`src/rtl/sspq_pkg.sv`:
```
// ============================================================================
// sspq_pkg : shared types and constants for the stable sorted priority queue
// Beat formats, command/status codes and controller-to-datapath signal groups.
// ============================================================================
package sspq_pkg;

    localparam int DEPTH_DEF     = 16;
    localparam int PRIO_BITS_DEF = 8;

    // command codes
    localparam logic CMD_INSERT = 1'b0;
    localparam logic CMD_REMOVE = 1'b1;

    // status codes
    localparam logic [1:0] ST_INSERTED = 2'd0;
    localparam logic [1:0] ST_REMOVED  = 2'd1;
    localparam logic [1:0] ST_EMPTY    = 2'd2;
    localparam logic [1:0] ST_FULL     = 2'd3;

    typedef struct packed {
        logic        command;
        logic [7:0]  priority_req;
        logic [15:0] tag;
    } t_in_item;

    typedef struct packed {
        logic [1:0]  status;
        logic [7:0]  out_priority;
        logic [15:0] out_tag;
    } t_out_item;

    // controller -> datapath
    typedef struct packed {
        logic load;   // capture the input beat
        logic exec;   // apply the captured command to the cell array
    } t_dp_cmd;

endpackage

```
`src/rtl/stable_sorted_priority_queue_top.sv`:
```
// ============================================================================
// stable_sorted_priority_queue_top : stable sorted priority queue
// Up to DEPTH (priority, tag) entries kept in ascending priority order.
// ============================================================================
// Each input beat is a command: insert (priority_req, tag) or remove the head.
// Inserts land after every stored entry of lower or equal priority, so equal
// priorities leave in arrival order. Every command returns exactly one result
// beat: inserted, removed (with the head's priority and tag), empty on remove,
// or full on insert (entry dropped, queue untouched). A command is first
// captured; then the cell array shifts and the result lands in the output
// register. A new command is accepted only once the previous one has
// executed. All cells compare against the new priority in parallel, so
// latency does not depend on fill. A held result beat stalls the execute
// phase, and no new command is captured while it waits.
// ============================================================================
module stable_sorted_priority_queue_top #(
    parameter int DEPTH     = sspq_pkg::DEPTH_DEF,
    parameter int PRIO_BITS = sspq_pkg::PRIO_BITS_DEF
) (
    input  logic                i_clk,
    input  logic                i_rst_n,
    // command channel
    input  logic                i_in_valid,
    output logic                o_in_ready,
    input  sspq_pkg::t_in_item  i_in_data,
    // result channel
    output logic                o_out_valid,
    input  logic                i_out_ready,
    output sspq_pkg::t_out_item o_out_data
);
    import sspq_pkg::*;

    t_dp_cmd   w_dp_cmd;     // load / exec strobes to the cell array
    t_out_item w_dp_result;  // result computed from the captured command

    sspq_ctrl u_ctrl (
        .i_clk       (i_clk),
        .i_rst_n     (i_rst_n),
        .i_in_valid  (i_in_valid),
        .o_in_ready  (o_in_ready),
        .o_out_valid (o_out_valid),
        .i_out_ready (i_out_ready),
        .o_out_data  (o_out_data),
        .o_dp_cmd    (w_dp_cmd),
        .i_dp_result (w_dp_result)
    );

    sspq_dp #(
        .DEPTH     (DEPTH),
        .PRIO_BITS (PRIO_BITS)
    ) u_dp (
        .i_clk     (i_clk),
        .i_rst_n   (i_rst_n),
        .i_in_data (i_in_data),
        .i_cmd     (w_dp_cmd),
        .o_result  (w_dp_result)
    );

endmodule

```
`src/rtl/sspq_ctrl.sv`:
```
// ============================================================================
// sspq_ctrl : handshake controller
// Accepts an input beat, steps the datapath, and holds the result beat.
// ============================================================================
module sspq_ctrl (
    input  logic                i_clk,
    input  logic                i_rst_n,
    input  logic                i_in_valid,
    output logic                o_in_ready,
    output logic                o_out_valid,
    input  logic                i_out_ready,
    output sspq_pkg::t_out_item o_out_data,
    output sspq_pkg::t_dp_cmd   o_dp_cmd,
    input  sspq_pkg::t_out_item i_dp_result
);
    import sspq_pkg::*;

    typedef enum logic {
        S_IDLE,
        S_EXEC
    } t_state;

    t_state    r_state;
    logic      r_out_valid;
    t_out_item r_out_data;
    logic      w_slot_free;

    assign w_slot_free   = !r_out_valid || i_out_ready;
    assign o_in_ready    = (r_state == S_IDLE);
    assign o_dp_cmd.load = (r_state == S_IDLE) && i_in_valid;
    assign o_dp_cmd.exec = (r_state == S_EXEC) && w_slot_free;
    assign o_out_valid   = r_out_valid;
    assign o_out_data    = r_out_data;

    always_ff @(posedge i_clk) begin
        if (!i_rst_n) begin
            r_state     <= S_IDLE;
            r_out_valid <= 1'b0;
        end else begin
            // a new result refills the slot; otherwise a taken beat empties it
            if (o_dp_cmd.exec) begin
                r_out_valid <= 1'b1;
            end else if (i_out_ready) begin
                r_out_valid <= 1'b0;
            end
            case (r_state)
                S_IDLE: begin
                    if (i_in_valid) begin
                        r_state <= S_EXEC;
                    end
                end
                S_EXEC: begin
                    if (w_slot_free) begin
                        r_state <= S_IDLE;
                    end
                end
                default: begin
                    r_state <= S_IDLE;
                end
            endcase
        end
        if (o_dp_cmd.exec) begin
            r_out_data <= i_dp_result;
        end
    end

    // result only written into a free output slot
    a_exec_slot_free: assert property (@(posedge i_clk) disable iff (!i_rst_n)
        o_dp_cmd.exec |-> (!r_out_valid || i_out_ready))
        else $error("exec with occupied output slot");

    // a captured beat is always followed by its execute phase
    a_load_then_exec: assert property (@(posedge i_clk) disable iff (!i_rst_n)
        o_dp_cmd.load |=> (r_state == S_EXEC))
        else $error("load not followed by exec state");

    // executing produces a result beat next cycle
    a_exec_then_valid: assert property (@(posedge i_clk) disable iff (!i_rst_n)
        o_dp_cmd.exec |=> r_out_valid)
        else $error("exec did not produce a result");

endmodule

```
`src/rtl/sspq_dp.sv`:
```
// ============================================================================
// sspq_dp : sorted cell array datapath
// Row of cells kept in ascending priority order; insert shifts up, remove down.
// ============================================================================
module sspq_dp #(
    parameter int DEPTH     = sspq_pkg::DEPTH_DEF,
    parameter int PRIO_BITS = sspq_pkg::PRIO_BITS_DEF
) (
    input  logic                i_clk,
    input  logic                i_rst_n,
    input  sspq_pkg::t_in_item  i_in_data,
    input  sspq_pkg::t_dp_cmd   i_cmd,
    output sspq_pkg::t_out_item o_result
);
    import sspq_pkg::*;

    localparam int CNT_W = $clog2(DEPTH + 1);

    t_in_item             r_req;
    logic [PRIO_BITS-1:0] r_prio [DEPTH];
    logic [15:0]          r_tag  [DEPTH];
    logic [CNT_W-1:0]     r_count;

    logic [31:0]          w_pr_ext;
    logic [PRIO_BITS-1:0] w_pr;
    logic [31:0]          w_head_ext;
    logic [DEPTH-1:0]     w_gt;     // cell holds a larger priority, or is beyond the tail
    logic [DEPTH-1:0]     w_prev;   // left neighbor's w_gt
    logic                 w_full;
    logic                 w_empty;
    logic                 w_do_ins;
    logic                 w_do_rem;

    assign w_pr_ext   = 32'(r_req.priority_req);
    assign w_pr       = w_pr_ext[PRIO_BITS-1:0];
    assign w_head_ext = 32'(r_prio[0]);
    assign w_full     = (r_count == CNT_W'(DEPTH));
    assign w_empty    = (r_count == '0);
    assign w_do_ins   = i_cmd.exec && (r_req.command == CMD_INSERT) && !w_full;
    assign w_do_rem   = i_cmd.exec && (r_req.command == CMD_REMOVE) && !w_empty;

    always_comb begin
        for (int i = 0; i < DEPTH; i++) begin
            w_gt[i] = (CNT_W'(i) < r_count) ? (r_prio[i] > w_pr) : 1'b1;
        end
    end
    assign w_prev = {w_gt[DEPTH-2:0], 1'b0};

    always_comb begin
        o_result = '0;
        if (r_req.command == CMD_INSERT) begin
            o_result.status = w_full ? ST_FULL : ST_INSERTED;
        end else if (w_empty) begin
            o_result.status = ST_EMPTY;
        end else begin
            o_result.status       = ST_REMOVED;
            o_result.out_priority = w_head_ext[7:0];
            o_result.out_tag      = r_tag[0];
        end
    end

    always_ff @(posedge i_clk) begin
        if (!i_rst_n) begin
            r_count <= '0;
        end else if (w_do_ins) begin
            r_count <= r_count + CNT_W'(1);
        end else if (w_do_rem) begin
            r_count <= r_count - CNT_W'(1);
        end
    end

    always_ff @(posedge i_clk) begin
        if (i_cmd.load) begin
            r_req <= i_in_data;
        end
        if (w_do_ins) begin
            if (w_gt[0]) begin
                r_prio[0] <= w_pr;
                r_tag[0]  <= r_req.tag;
            end
            for (int i = 1; i < DEPTH; i++) begin
                if (w_prev[i]) begin
                    r_prio[i] <= r_prio[i-1];
                    r_tag[i]  <= r_tag[i-1];
                end else if (w_gt[i]) begin
                    r_prio[i] <= w_pr;
                    r_tag[i]  <= r_req.tag;
                end
            end
        end else if (w_do_rem) begin
            for (int i = 0; i < DEPTH - 1; i++) begin
                r_prio[i] <= r_prio[i+1];
                r_tag[i]  <= r_tag[i+1];
            end
        end
    end

    a_count_bound: assert property (@(posedge i_clk) disable iff (!i_rst_n)
        r_count <= CNT_W'(DEPTH))
        else $error("entry count above depth");

    a_ins_count: assert property (@(posedge i_clk) disable iff (!i_rst_n)
        w_do_ins |=> (r_count == $past(r_count) + CNT_W'(1)))
        else $error("insert did not bump count");

    a_head_order: assert property (@(posedge i_clk) disable iff (!i_rst_n)
        (r_count >= CNT_W'(2)) |-> (r_prio[0] <= r_prio[1]))
        else $error("head cells out of order");

endmodule

```
`config.mk`:
```
export PLATFORM = sky130hd
export DESIGN_NAME = stable_sorted_priority_queue_top
export DESIGN_NICKNAME = d
export VERILOG_FILES = /design/src/rtl/sspq_pkg.sv /design/src/rtl/stable_sorted_priority_queue_top.sv /design/src/rtl/sspq_ctrl.sv /design/src/rtl/sspq_dp.sv
export SDC_FILE = /design/constraint.sdc
export NUM_CORES = 1
export LEC_CHECK = 0
export BUFFER_PORTS_ARGS = -buffer_cell sky130_fd_sc_hd__buf_2
export CORE_MARGIN = 4
export CORE_UTILIZATION = 60
export CTS_CLUSTER_DIAMETER = 80
export DETAILED_ROUTE_END_ITERATION = 16
export PLACE_DENSITY_LB_ADDON = 0.12
export SLEW_MARGIN = 5
export SYNTH_ARGS = -nofsm -noshare
export SYNTH_HDL_FRONTEND = slang
export SYNTH_HIERARCHICAL = 1
export SYNTH_SLANG_ARGS = --single-unit
```
`constraint.sdc`:
```
create_clock -name i_clk -period 4.4 [get_ports i_clk]
set_input_delay 0.22 -clock i_clk [delete_from_list [all_inputs] [get_ports i_clk]]
set_output_delay 0.22 -clock i_clk [all_outputs]
set_load 0.1 [all_outputs]
```
==> PnR_summary.wiki <==
{| class="wikitable"
! Metric !! Value
|-
| Number of antenna-violating nets in the routed design || 0
|-
| Synth Area per Inst || 10.8 um2
|-
| Synthesis Warnings || 6
|-
| Post-Synthesis Net Count || 2472
|-
| Clock period minus final worst setup slack || around 4 ns
|-
| Share of layout cells above drive strength 1 || between 10% and 20%
|-
| Start point of the worst min-delay path || i_in_valid
|-
| Flip-flop and latch count after synthesis || approximately 440
|-
| Worst-margin pin slew || approximately 1.1 ns
|-
| Type of the worst setup path || reg -> reg
|-
| Distinct cells, synth || 76
|-
| Outcome || finished, final reports clean
|-
| Gr usage total || 31.1%
|-
| Stage delay of the slowest cell on the critical path || 0.88 ns
|-
| Clock tree buffer depth || 3
|-
| Worst hold path type || in -> reg
|-
| CP cell instances || inv_1 > ha_1 > nand4_1 > a21o_1 > a21oi_1 > nand3_1 > o221ai_1
|-
| Area added between synthesis and finish || 10.2%
|-
| TritonCTS Sinks || around 440
|-
| Crit path arrival time || 4.43 ns
|-
| Initial antenna violation count || 1
|-
| Clock tree from TritonCTS || yes
|-
| Skew final || 0.0146 ns
|-
| Wire length of the first global-routing pass || 110 mm
|-
| Horizontal die dimension || around 210 um
|-
| Cell at the root of the clock tree || clkbuf_16
|-
| Routed via count divided by cell count || 6.84
|-
| Core Region || between 40000 and 50000 um2
|-
| Leading cell type in the layout, fill and taps excluded || edfxtp_1
|-
| Commonest non-fill, non-tap cells in the layout || edfxtp_1 (435), nand2_1 (341), o21ai_0 (146), ha_1 (132), o211ai_1 (116)
|-
| Clock insertion delay at the later pin of the skew report || 0.60 ns
|-
| Core Rows || 74
|-
| RSZ-0062 raised after global routing || false
|-
| Mean routed wirelength per cell || around 24 um
|-
| Number of standard cells after synthesis || around 2300
|-
| Overflow left after global routing || 0
|-
| Total clock buffers created by CTS || 49
|-
| Max-slew headroom at the worst pin || roughly a quarter
|-
| Buffers on Ports || 56
|-
| Data required time of the worst path || a little under 5 ns
|-
| Slowest CP cell || a21oi_1
|-
| I/O pins || 57
|-
| Total vias in the final route || ~20000
|-
| Category of the worst setup path capture point || flip-flop
|-
| Max-slew violation count || 0
|-
| Number of hold-slack violations in the final timing report || 0
|-
| Reg2reg start || u_dp/w_pr[4]
|-
| Routability Congestion || slightly below 0.9
|-
| Leakage power || around 10 nW
|-
| CTS HTree Levels || 2
|-
| Overall die area || approximately 45000 um2
|-
| Number of violations of the max-capacitance limit || 0
|-
| Final critical-path share of the clock period || between 90 and 100%
|-
| Number of setup violations in the final report || 0
|-
| Wirelength, routed || about 71 mm
|-
| DR iter-0 viols || around 2300
|-
| Residual DRC || 0
|-
| Post-CTS repair timing setup buffer count || 0
|-
| Largest voltage drop on the vdd net || 0.336 mV
|-
| CP startpoint || u_dp/w_pr[4]
|-
| Share of flip-flops with an asynchronous set or reset || 0%
|-
| Count of flip-flops with a built-in enable after synthesis || ~440
|-
| Clock transition at the register clock pins on the worst setup and hold paths after CTS || roughly 0.060 ns
|-
| Critical path startpoint category || flip-flop
|-
| Effective utilization at floorplan || 60.8%
|-
| Via count of the first global-routing pass || a little under 20000
|-
| Setup TNS after final layout || 0 ns
|-
| Placed wire-length estimate after detailed placement || approximately 50 mm
|-
| Final-layout worst hold slack || between 0.3 and 0.4 ns
|-
| Most used DFF post-synth || edfxtp_1
|-
| Sequential-to-total area share from yosys stat || between 50% and 60%
|-
| First-pass iteration count of the detailed router || 6
|-
| Number of nets in the layout || about 2500
|-
| Synthesized cell area || 25000 um2
|-
| F_max || about 250 MHz
|-
| Critical-path maximum fanout || 15
|-
| Pin count of the biggest net entering global routing || 135
|-
| Pwr/cell area || around 370 nW/um2
|-
| Die Ht || about 210 um
|}
final cells by class:
cell class / count / area, um2
antenna: 2 / 5.00
inverter: 65 / 244
sequential: 442 / 13200
multi-input combinational: 1596 / 10700
fill: 3139 / 13500
tap: 532 / 666
timing repair buffer: 173 / 1270
clock inverter: 22 / 143
clock buffer: 63 / 1300
critical path: cells and delay by family, from the launching register on:
kind                       cells  cell delay (ns)
AOI/OAI and AO/OA              3             1.44
adders and majority gates      1             0.46
and+or+nand+nor                2             0.72
buffers and inverters          1             0.52
DFF                            1             0.68
layer usage:
layer	vias to the layer above	global-route usage [%]	wire [um]
met5	-	0	0
met4	0	11.9	2660
met3	158	4.85	6780
met2	1069	48.0	31800
met1	9647	44.8	29500
li1	8938	-	-
power by group:
part           switching (W)  internal (W)
logic               0.000780      0.000382
clock network        0.00168       0.00213
registers           0.000195       0.00493
registers in the layout, indices dropped and copies added, names as in the netlist:
name / cells
u_ctrl/o_out_data: 26
u_ctrl/o_out_valid: 1
u_ctrl/r_state: 1
u_dp/r_count: 5
u_dp/r_prio: 128
u_dp/r_req: 17
u_dp/r_tag: 256
u_dp/w_pr: 8
what timing repair did:
item                                   in CTS  in global routing
hold buffers                               28                  0
resized for setup                           0                  0
endpoints found under the hold margin      32                  0
cell usage after synthesis (24+ instances only):
master | n | area [um2]
o31a_1 | 24 | 210
a221o_1 | 26 | 260
a22oi_1 | 40 | 300
mux2i_1 | 53 | 531
a21oi_1 | 83 | 415
nand2_1 | 342 | 1280
o22a_1 | 24 | 210
nand4_1 | 65 | 407
and2_1 | 35 | 219
o211ai_1 | 116 | 871
o31ai_1 | 27 | 203
clkbuf_1 | 122 | 458
and3_1 | 25 | 156
inv_1 | 65 | 244
o21ai_0 | 147 | 736
a31oi_1 | 27 | 169
ha_1 | 132 | 1650
edfxtp_1 | 435 | 13100
o221ai_1 | 42 | 368
nand3_1 | 82 | 410
buf_2 | 69 | 345
nor2_1 | 67 | 251
final timing paths:
kind                        endpoint  cells past startpoint  slack [ns]
hold reg to reg   u_ctrl/o_out_valid                      2        0.50
setup reg to reg  u_dp/r_prio[1][21]                      7        0.38
hold / removal        u_dp/r_req[24]                      3        0.31
setup / recovery  u_dp/r_prio[1][21]                      7        0.38
cells by family after synthesis:
kind of cell             Yosys count  synth area share, %
AND/OR/NAND/NOR                  674                 12.5
buffers and inverters            273                 4.56
AO/OA/AOI/OAI                    703                 19.8
adder cells (fa/ha/maj)          132                 6.62
flip-flops                       442                 52.9
XOR/XNOR                           5                0.175
multiplexers                      82                 3.43
through the flow:
step / worst slack, ns / instances / area (um2) / power [W] / util [%]
after CTS: 0.479 / 2893 / 27500 / 0.0101 / 67.1
after global placement: 0.680 / 2780 / 25800 / 0.00627 / 62.9
after global routing: 0.228 / 2893 / 27500 / 0.0104 / 67.1
after floorplan: 0.0198 / 2311 / 25000 / 0.00590 / -
final: 0.385 / 2895 / 27500 / 0.0101 / 67.1
after detailed placement: 0.493 / 2780 / 25800 / 0.00632 / 62.9
Power figures use the tool's default switching activity.
